File: config.mk
export PLATFORM = sky130hd
export DESIGN_NAME = greedy_box_suppression_flat
export DESIGN_NICKNAME = d
export VERILOG_FILES = /design/src/hdl/gbs_pkg.sv /design/src/hdl/gbs_if.sv /design/src/hdl/gbs_cell.sv /design/src/hdl/gbs_overlap.sv /design/src/hdl/greedy_box_suppression.sv /design/src/flat_wrapper.sv
export SDC_FILE = /design/constraint.sdc
export NUM_CORES = 2
export LEC_CHECK = 0
export BUFFER_PORTS_ARGS = -buffer_cell sky130_fd_sc_hd__clkbuf_2
export CAP_MARGIN = 20
export CORE_ASPECT_RATIO = 1.2
export CORE_MARGIN = 8
export CORE_UTILIZATION = 35
export DETAILED_ROUTE_END_ITERATION = 7
export PLACE_DENSITY = 0.59
export SLEW_MARGIN = 5
export SYNTH_ARGS = -nofsm -noshare
export SYNTH_HDL_FRONTEND = slang
export SYNTH_SLANG_ARGS = --single-unit
File: constraint.sdc
create_clock -name clk -period 85.1 [get_ports clk]
set_clock_uncertainty 0.2 [all_clocks]
set_input_delay 25.53 -clock clk [delete_from_list [all_inputs] [get_ports clk]]
set_output_delay 25.53 -clock clk [all_outputs]
set_load 0.01 [all_outputs]
File: src/hdl/gbs_pkg.sv
// Shared constants, types and state codes for the greedy box suppression block.
package gbs_pkg;

	localparam int MAX_KEPT  = 64;
	localparam int IDX_W     = (MAX_KEPT > 1) ? $clog2(MAX_KEPT) : 1;
	localparam int CNT_W     = $clog2(MAX_KEPT + 1);
	localparam int COORD_W   = 13;
	localparam int SIZE_W    = 12;
	localparam int THR_W     = 17;
	localparam int FRAC_W    = 16;
	localparam int AREA_W    = 2 * SIZE_W;
	localparam int UNI_W     = AREA_W + 1;
	localparam int PROD_W    = THR_W + UNI_W;
	localparam int OV_LAT    = 6;
	localparam int DRN_W     = $clog2(OV_LAT);

	localparam logic [THR_W-1:0] THR_RESET = THR_W'(32768);
	localparam logic [IDX_W-1:0] IDX_LAST  = IDX_W'(MAX_KEPT - 1);
	localparam logic [DRN_W-1:0] DRN_LAST  = DRN_W'(OV_LAT - 1);
	localparam logic [CNT_W-1:0] CNT_MAX   = CNT_W'(MAX_KEPT);

	typedef struct packed {
		logic signed [COORD_W-1:0] left;
		logic signed [COORD_W-1:0] top;
		logic [SIZE_W-1:0]         width;
		logic [SIZE_W-1:0]         height;
	} box_t;

	typedef struct packed {
		logic valid;
		logic hit;
	} ov_res_t;

	typedef enum logic [1:0] {
		ST_IDLE,
		ST_SCAN,
		ST_DRAIN,
		ST_DONE
	} state_t;

endpackage

File: src/hdl/gbs_if.sv
// Valid/ready channel interfaces for box items and result items.
interface gbs_box_if;
	logic                               valid;
	logic                               ready;
	logic signed [gbs_pkg::COORD_W-1:0] box_left;
	logic signed [gbs_pkg::COORD_W-1:0] box_top;
	logic [gbs_pkg::SIZE_W-1:0]         box_width;
	logic [gbs_pkg::SIZE_W-1:0]         box_height;
	logic                               set_end;

	modport source (
		output valid, box_left, box_top, box_width, box_height, set_end,
		input  ready
	);
	modport sink (
		input  valid, box_left, box_top, box_width, box_height, set_end,
		output ready
	);
endinterface

interface gbs_res_if;
	logic valid;
	logic ready;
	logic keep;
	logic store_full;
	logic result_end;

	modport source (
		output valid, keep, store_full, result_end,
		input  ready
	);
	modport sink (
		input  valid, keep, store_full, result_end,
		output ready
	);
endinterface

File: src/hdl/gbs_cell.sv
// One storage cell of the kept-box chain: takes its neighbour's box when shifted.
module gbs_cell (
	input  logic          clk,
	input  logic          shift_en,
	input  gbs_pkg::box_t d,
	output gbs_pkg::box_t q
);

	gbs_pkg::box_t box_q;

	always_ff @(posedge clk) begin
		if (shift_en) begin
			box_q <= d;
		end
	end

	assign q = box_q;

endmodule

File: src/hdl/gbs_overlap.sv
// Pipelined overlap test: intersection*65536 > threshold*union, six stages.
module gbs_overlap (
	input  logic                         clk,
	input  logic                         arst_n,
	input  logic                         in_valid,
	input  gbs_pkg::box_t                a,
	input  gbs_pkg::box_t                b,
	input  logic [gbs_pkg::AREA_W-1:0]   area_b,
	input  logic [gbs_pkg::THR_W-1:0]    thr,
	output gbs_pkg::ov_res_t             res
);

	localparam int CW = gbs_pkg::COORD_W;
	localparam int SW = gbs_pkg::SIZE_W;
	localparam int AW = gbs_pkg::AREA_W;
	localparam int UW = gbs_pkg::UNI_W;
	localparam int PW = gbs_pkg::PROD_W;
	localparam int FW = gbs_pkg::FRAC_W;

	logic signed [CW:0]   ra, rb, ba, bb;
	logic signed [CW-1:0] x1, y1;
	logic signed [CW:0]   x2, y2;
	logic signed [CW+1:0] dx, dy;
	logic [SW-1:0]        iw, ih;

	logic          v_s1, v_s2, v_s3, v_s4, v_s5, v_s6;
	logic [SW-1:0] iw_s1, ih_s1, wa_s1, ha_s1, wa_s2, ha_s2;
	logic [AW-1:0] inter_s2, inter_s3, inter_s4, inter_s5, area_a_s3;
	logic [UW-1:0] uni_s4;
	logic [PW-1:0] prod_s5;
	logic          nz_s5;
	logic          hit_s6;

	always_comb begin
		ra = $signed({a.left[CW-1], a.left}) + $signed({2'b00, a.width});
		rb = $signed({b.left[CW-1], b.left}) + $signed({2'b00, b.width});
		ba = $signed({a.top[CW-1], a.top}) + $signed({2'b00, a.height});
		bb = $signed({b.top[CW-1], b.top}) + $signed({2'b00, b.height});
		x1 = (a.left > b.left) ? a.left : b.left;
		y1 = (a.top > b.top) ? a.top : b.top;
		x2 = (ra < rb) ? ra : rb;
		y2 = (ba < bb) ? ba : bb;
		dx = $signed({x2[CW], x2}) - $signed({{2{x1[CW-1]}}, x1});
		dy = $signed({y2[CW], y2}) - $signed({{2{y1[CW-1]}}, y1});
		iw = (dx > 0) ? dx[SW-1:0] : '0;
		ih = (dy > 0) ? dy[SW-1:0] : '0;
	end

	always_ff @(posedge clk or negedge arst_n) begin
		if (!arst_n) begin
			v_s1 <= 1'b0;
			v_s2 <= 1'b0;
			v_s3 <= 1'b0;
			v_s4 <= 1'b0;
			v_s5 <= 1'b0;
			v_s6 <= 1'b0;
		end else begin
			v_s1 <= in_valid;
			v_s2 <= v_s1;
			v_s3 <= v_s2;
			v_s4 <= v_s3;
			v_s5 <= v_s4;
			v_s6 <= v_s5;
		end
	end

	always_ff @(posedge clk) begin
		iw_s1     <= iw;
		ih_s1     <= ih;
		wa_s1     <= a.width;
		ha_s1     <= a.height;
		inter_s2  <= iw_s1 * ih_s1;
		wa_s2     <= wa_s1;
		ha_s2     <= ha_s1;
		area_a_s3 <= wa_s2 * ha_s2;
		inter_s3  <= inter_s2;
		uni_s4    <= {1'b0, area_a_s3} + {1'b0, area_b} - {1'b0, inter_s3};
		inter_s4  <= inter_s3;
		prod_s5   <= PW'(thr) * PW'(uni_s4);
		nz_s5     <= (uni_s4 != '0);
		inter_s5  <= inter_s4;
		hit_s6    <= nz_s5 && (PW'({inter_s5, {FW{1'b0}}}) > prod_s5);
	end

	assign res.valid = v_s6;
	assign res.hit   = hit_s6;

endmodule

File: src/hdl/greedy_box_suppression.sv
// Top level: greedy box suppression over a rotating chain of kept-box cells.
// Each accepted item rotates the whole cell chain through the shared six-stage overlap pipeline;
// a new item is accepted only after the result of the last one has been loaded into the result
// register, so the block works on one item at a time.
// Reset: asynchronous, active low; clears control, count and result valid, threshold 32768.
module greedy_box_suppression (
	input  logic                        clk,
	input  logic                        arst_n,
	input  logic                        cfg_we,
	input  logic [gbs_pkg::THR_W-1:0]   cfg_wdata,
	gbs_box_if.sink                     box,
	gbs_res_if.source                   result
);

	localparam int N = gbs_pkg::MAX_KEPT;

	gbs_pkg::state_t                 state_q, state_d;
	logic [gbs_pkg::IDX_W-1:0]       idx_q;
	logic [gbs_pkg::DRN_W-1:0]       drn_q;
	logic [gbs_pkg::CNT_W-1:0]       cnt_q;
	logic [gbs_pkg::THR_W-1:0]       thr_q;
	logic [gbs_pkg::AREA_W-1:0]      area_b_q;
	gbs_pkg::box_t                   cur_q;
	logic                            cur_end_q;
	logic                            sup_q;
	logic                            res_valid_q, keep_q, full_q, end_q;

	logic                            accept, issue, load, kept, store_ok, append, shift_en;
	gbs_pkg::box_t                   cell_d [N];
	gbs_pkg::box_t                   cell_q [N];
	gbs_pkg::ov_res_t                ov_res;

	// chain of cells
	assign shift_en  = (state_q == gbs_pkg::ST_SCAN) || append;
	assign cell_d[0] = append ? cur_q : cell_q[N-1];

	for (genvar i = 1; i < N; i++) begin : g_link
		assign cell_d[i] = cell_q[i-1];
	end

	for (genvar i = 0; i < N; i++) begin : g_cell
		gbs_cell u_cell (
			.clk      (clk),
			.shift_en (shift_en),
			.d        (cell_d[i]),
			.q        (cell_q[i])
		);
	end

	gbs_overlap u_overlap (
		.clk      (clk),
		.arst_n   (arst_n),
		.in_valid (issue),
		.a        (cell_q[N-1]),
		.b        (cur_q),
		.area_b   (area_b_q),
		.thr      (thr_q),
		.res      (ov_res)
	);

	// next state
	always_comb begin
		state_d = state_q;
		unique case (state_q)
			gbs_pkg::ST_IDLE: begin
				if (accept) begin
					state_d = gbs_pkg::ST_SCAN;
				end
			end
			gbs_pkg::ST_SCAN: begin
				if (idx_q == gbs_pkg::IDX_LAST) begin
					state_d = gbs_pkg::ST_DRAIN;
				end
			end
			gbs_pkg::ST_DRAIN: begin
				if (drn_q == gbs_pkg::DRN_LAST) begin
					state_d = gbs_pkg::ST_DONE;
				end
			end
			gbs_pkg::ST_DONE: begin
				if (load) begin
					state_d = gbs_pkg::ST_IDLE;
				end
			end
			default: state_d = gbs_pkg::ST_IDLE;
		endcase
	end

	// outputs of the sequencer
	always_comb begin
		box.ready = (state_q == gbs_pkg::ST_IDLE);
		accept    = box.valid && box.ready;
		issue     = (state_q == gbs_pkg::ST_SCAN) &&
		            (gbs_pkg::CNT_W'(idx_q) >= (gbs_pkg::CNT_MAX - cnt_q));
		load      = (state_q == gbs_pkg::ST_DONE) && (!res_valid_q || result.ready);
		kept      = !sup_q;
		store_ok  = kept && (cnt_q < gbs_pkg::CNT_MAX);
		append    = load && store_ok;
	end

	always_ff @(posedge clk or negedge arst_n) begin
		if (!arst_n) begin
			state_q     <= gbs_pkg::ST_IDLE;
			idx_q       <= '0;
			drn_q       <= '0;
			cnt_q       <= '0;
			thr_q       <= gbs_pkg::THR_RESET;
			sup_q       <= 1'b0;
			res_valid_q <= 1'b0;
		end else begin
			state_q <= state_d;
			if (cfg_we) begin
				thr_q <= cfg_wdata;
			end
			if (state_q == gbs_pkg::ST_SCAN) begin
				idx_q <= (idx_q == gbs_pkg::IDX_LAST) ? '0 : idx_q + 1'b1;
			end
			if (state_q == gbs_pkg::ST_DRAIN) begin
				drn_q <= (drn_q == gbs_pkg::DRN_LAST) ? '0 : drn_q + 1'b1;
			end
			if (accept) begin
				sup_q <= 1'b0;
			end else if (ov_res.valid && ov_res.hit) begin
				sup_q <= 1'b1;
			end
			if (load) begin
				if (cur_end_q) begin
					cnt_q <= '0;
				end else if (append) begin
					cnt_q <= cnt_q + 1'b1;
				end
			end
			if (load) begin
				res_valid_q <= 1'b1;
			end else if (result.ready) begin
				res_valid_q <= 1'b0;
			end
		end
	end

	// hold the current box and the result item
	always_ff @(posedge clk) begin
		if (accept) begin
			cur_q.left   <= box.box_left;
			cur_q.top    <= box.box_top;
			cur_q.width  <= box.box_width;
			cur_q.height <= box.box_height;
			cur_end_q    <= box.set_end;
			area_b_q     <= box.box_width * box.box_height;
		end
		if (load) begin
			keep_q <= kept;
			full_q <= kept && !store_ok;
			end_q  <= cur_end_q;
		end
	end

	assign result.valid      = res_valid_q;
	assign result.keep       = keep_q;
	assign result.store_full = full_q;
	assign result.result_end = end_q;

	a_cnt_bound: assert property (@(posedge clk) disable iff (!arst_n)
		cnt_q <= gbs_pkg::CNT_MAX)
		else $error("kept count beyond store depth");

	a_ov_window: assert property (@(posedge clk) disable iff (!arst_n)
		ov_res.valid |-> (state_q == gbs_pkg::ST_SCAN || state_q == gbs_pkg::ST_DRAIN))
		else $error("overlap result outside scan window");

	a_res_from_done: assert property (@(posedge clk) disable iff (!arst_n)
		$rose(res_valid_q) |-> $past(state_q) == gbs_pkg::ST_DONE)
		else $error("result item raised outside done state");

	a_set_clear: assert property (@(posedge clk) disable iff (!arst_n)
		(load && cur_end_q) |=> cnt_q == '0)
		else $error("store not emptied after set end");

	a_append_done: assert property (@(posedge clk) disable iff (!arst_n)
		append |-> (state_q == gbs_pkg::ST_DONE && !sup_q))
		else $error("box stored outside decision");

endmodule
File: src/flat_wrapper.sv
// flat-port wrapper written by rule: the top's interface ports become plain ports
module greedy_box_suppression_flat 
  (clk, arst_n, cfg_we, cfg_wdata, box_valid, box_box_left, box_box_top, box_box_width, box_box_height, box_set_end, box_ready, result_valid, result_keep, result_store_full, result_result_end, result_ready);
  gbs_box_if box_i ();
  gbs_res_if result_i ();
  input  logic clk;
  input  logic arst_n;
  input  logic cfg_we;
  input  logic [gbs_pkg::THR_W-1:0] cfg_wdata;
  input wire logic [$bits(box_i.valid)-1:0] box_valid;
  input wire logic [$bits(box_i.box_left)-1:0] box_box_left;
  input wire logic [$bits(box_i.box_top)-1:0] box_box_top;
  input wire logic [$bits(box_i.box_width)-1:0] box_box_width;
  input wire logic [$bits(box_i.box_height)-1:0] box_box_height;
  input wire logic [$bits(box_i.set_end)-1:0] box_set_end;
  output wire logic [$bits(box_i.ready)-1:0] box_ready;
  output wire logic [$bits(result_i.valid)-1:0] result_valid;
  output wire logic [$bits(result_i.keep)-1:0] result_keep;
  output wire logic [$bits(result_i.store_full)-1:0] result_store_full;
  output wire logic [$bits(result_i.result_end)-1:0] result_result_end;
  input wire logic [$bits(result_i.ready)-1:0] result_ready;
  assign box_i.valid = box_valid;
  assign box_i.box_left = box_box_left;
  assign box_i.box_top = box_box_top;
  assign box_i.box_width = box_box_width;
  assign box_i.box_height = box_box_height;
  assign box_i.set_end = box_set_end;
  assign box_ready = box_i.ready;
  assign result_valid = result_i.valid;
  assign result_keep = result_i.keep;
  assign result_store_full = result_i.store_full;
  assign result_result_end = result_i.result_end;
  assign result_i.ready = result_ready;
  greedy_box_suppression u_core (.clk(clk), .arst_n(arst_n), .cfg_we(cfg_we), .cfg_wdata(cfg_wdata), .box(box_i), .result(result_i));
endmodule
==> run_results.csv <==
group,metric,value,unit
sta,post-route-period-util,36.7,%
synth,synth.top_cell.area_share,69.6,%
route,drc,0,
final_layout,drive_above_1_share,8.20,%
power_and_ir_drop,leakage,55.3,nW
route,first_iter_violations,5177,
synth,synth_seq_cells,3582,
sta,whs,0.108,ns
sta,rsz0062_at_grt,"no",
placement,place_area,148000,um^2
sta,slew_headroom,21.9,%
grt,grtUsageTotal,11.3,%
placement,port_buffers,77,
die,num_rows,255,
worst_hold_path,holdPathStages,0,
route,avgViaCountPerCell,4.55,
synth,synth_top_family_by_area,"adder cells",
worst_setup_path,worstPathArrival,31.53,ns
synth,synthArstFlopShare,1.20,%
worst_setup_path,reg2reg_depth,34,
cts,post_cts_resized,0,
synth,synthAdderAreaFrac,13.9,%
final_layout,finalInstanceArea,160000,um^2
synth,postSynthAreaPerCell,17.3,um^2
sta,timing.final.crit_period,31.24,ns
worst_setup_path,required,85.40,ns
die,pin_count,78,
placement,dp_cells,13405,
sta,setup_viol,0,
synth,yosysTopAreaCell,"edfxtp_1",
synth,ys.flop_type,"edfxtp_1",
worst_hold_path,hp-class,"reg2reg",
power_and_ir_drop,p_switching,1.22,mW
synth,ys_top_cells_by_area,"edfxtp_1, fa_1, ha_1",
synth,syn_inst,8176,
placement,gp_congestion,0.834,
sta,worst_slack,53.86,ns
grt,grt_pass1_wl,384,mm
sta,finalHoldViolations,0,
cts,numClockSinks,3582,
worst_setup_path,start_kind,"input port",
grt,grt_max_degree,210,
power_and_ir_drop,p_total,4.41,mW
power_and_ir_drop,p_per_area,27.6,nW/um^2
power_and_ir_drop,swShare,27.6,%
final_layout,syn2layout_area_growth,13.0,%
die,die_h,712,um
synth,yosys.area_share.simple,4.85,%
route,drt_first_pass_iters,6,
worst_setup_path,path_class,"in2reg",
cts,cts_setup_buffers,0,
cts,cts_made_buffers,346,
synth,synth.area.mux_share,0.585,%
sta,tightestPinTransition,1.17,ns
worst_setup_path,crit_fanout,178,
cts,cts_buffer_depth,4,
synth,synth_compound_area_share,2.33,%
synth,synth.cell_area,141000,um^2
grt,grt_pass1_vias,66402,
route,routed_wirelength,244,mm
synth,ys_warn_count,0,
status,status,"finished, final reports clean",
route,wire_per_inst,17.4,um
cts,htree_levels,5,
die,die_area,425000,um^2
die,initial_utilization,35.2,%
power_and_ir_drop,power.internal,3.20,mW
final_layout,final_core_util,39.7,%
power_and_ir_drop,power_frac_comb,22.4,%
final_layout,nets,9728,
cts,cts-root-buf,"clkbuf_16",
power_and_ir_drop,pwr-share-seq,43.7,%
placement,hpwl,156,mm
die,core,402000,um^2
flow_run,max-cap-violations,0,
synth,synth-xor-area-share,1.00,%
sta,slew_violations,0,
placement,dp_slack,52.89,ns
grt,antenna_found_initial,24,
power_and_ir_drop,p_clk_share,33.8,%
sta,max_freq,32.0,MHz
die,die_width,596,um
power_and_ir_drop,irDropWorstVdd,0.0000547,V
synth,synthDistinctLibCells,72,
final_layout,fin_cells,14051,
grt,overflow,0,
cts,tritoncts,"yes",
worst_setup_path,cp-end-kind,"flip-flop",
route,vias,63920,
synth,syn_nets,9413,
cts,clk_latency,0.91,ns
route,postRouteAntennaNets,0,
cts,hold_buffers,0,
synth,synth-edff-count,3278,
synth,yosysSeqAreaShare,74.1,%
cts,clk_pin_slew,0.06,ns
sta,setup_tns,0,ns
## state kept, by name, indices dropped and copies added (netlist names), 7 cells and up
register	cells
u_core.u_overlap.prod_s5	42
u_core.cur_q	50
u_core.u_overlap.ha_s2	12
u_core.u_overlap.area_a_s3	24
u_core.cnt_q	7
u_core.u_overlap.ha_s1	12
u_core.u_overlap.inter_s5	24
u_core.u_overlap.ih_s1	12
u_core.u_overlap.uni_s4	25
u_core.area_b_q	24
u_core.u_overlap.wa_s2	12
u_core.u_overlap.inter_s4	24
u_core.u_overlap.wa_s1	12
u_core.g_cell.u_cell.q	3200
u_core.u_overlap.iw_s1	12
u_core.u_overlap.inter_s3	24
u_core.thr_q	17
u_core.u_overlap.inter_s2	24
## worst paths after layout
kind | slack [ns] | startpoint | to
hold reg to reg | 0.11 | u_core.u_overlap.inter_s4[5] | u_core.u_overlap.inter_s5[5]
hold / removal | 0.11 | u_core.u_overlap.inter_s4[5] | u_core.u_overlap.inter_s5[5]
setup / recovery | 53.86 | result_ready | u_core.g_cell[49].u_cell.q[39]
min in group asynchronous | 24.49 | arst_n | u_core.thr_q[11]
setup reg to reg | 76.84 | u_core.cur_q[24] | u_core.u_overlap.ih_s1[11]
max in group asynchronous | 59.67 | arst_n | u_core.drn_q[1]
## cell type report
type / count / area [um^2]
Multi-Input combinational cell: 3379 / 32100
Antenna cell: 5 / 12.5
Fill cell: 36128 / 242000
Clock inverter: 212 / 2130
Timing Repair Buffer: 155 / 1220
Tap cell: 5268 / 6590
Sequential cell: 3582 / 105000
Inverter: 1027 / 3850
Clock buffer: 423 / 9060
## Yosys cell counts, types with 5 or more instances
library cell and number:
a211o_1 5, a211oi_1 24, a21boi_0 16, a21o_1 69, a21oi_1 126, a21oi_2 6
a311oi_1 5, a31o_2 5, a31oi_1 9, and2_1 297, and3_1 16, clkbuf_1 180
dfrtp_1 42, dfxtp_1 261, edfxtp_1 3278, fa_1 674, ha_1 490, inv_1 1027
mux2_2 29, mux2i_1 50, nand2_1 770, nand2b_1 36, nand3_1 39, nand4_1 20
nor2_1 145, nor2b_1 37, nor3_1 62, nor4_1 10, o2111ai_1 6, o211ai_1 11
o21a_1 16, o21ai_0 123, o21ai_1 5, o21bai_1 10, o31ai_1 10, or2_2 6
or3_1 28, xnor2_1 107, xor2_1 55
## layer usage
| metal | track usage (%) | vias up | routed length [um] |
|---|---|---|---|
| met3 | 1.91 | 482 | 10800 |
| met4 | 3.84 | 4 | 8290 |
| li1 | - | 29142 | - |
| met2 | 17.7 | 1272 | 112000 |
| met1 | 16.2 | 33020 | 114000 |
| met5 | 0 | - | 27 |
## power by group through the flow
stage / clock network [mW] / registers, mW / logic (mW)
after floorplan: 0 / 1.96 / 0.763
after global placement: 0 / 1.97 / 0.982
after detailed placement: 0 / 1.97 / 0.980
after CTS: 1.55 / 1.93 / 0.997
after global routing: 1.61 / 1.93 / 1.13
final: 1.49 / 1.93 / 0.990
## worst max-delay path, cell delays in order
cell and delay [ns]:
clkbuf_2 0.10, nand2b_1 0.20, nand2_1 0.14, or3_2 0.63
nand2b_4 0.67, buf_12 0.54, buf_4 0.71, buf_4 0.79
buf_12 0.63, buf_4 0.92
## layout by cell type (no fill, tap or decap), types with 16 or more instances in the layout
cell,n
inv_1,1027
a21o_1,69
nand3_1,39
ha_1,490
and2_1,296
mux2_2,29
clkbuf_1,70
dfxtp_1,261
buf_4,62
a211oi_1,24
a21oi_1,125
nor2b_1,37
and3_1,16
o21a_1,16
clkinv_1,74
nand2_1,770
clkbuf_16,350
nor2_1,145
edfxtp_1,3278
a21boi_0,16
clkbuf_2,77
fa_1,674
nand4_1,20
or3_1,27
o21ai_0,123
nor3_1,61
bufinv_16,28
dfrtp_1,42
nand2b_1,35
clkinv_2,59
xnor2_1,107
xor2_1,55
mux2i_1,50
## logic make-up (layout without fill, tap and decap cells)
family / after synthesis / count (layout)
simple gates: 1478 / 1478
buf+inv: 1215 / 1817
mux: 79 / 79
xor+xnor: 162 / 162
flops: 3582 / 3582
compound gates: 494 / 494
fa+ha+maj: 1166 / 1166
other cells: 0 / 5
No activity file was read; power rests on OpenSTA's default activity.
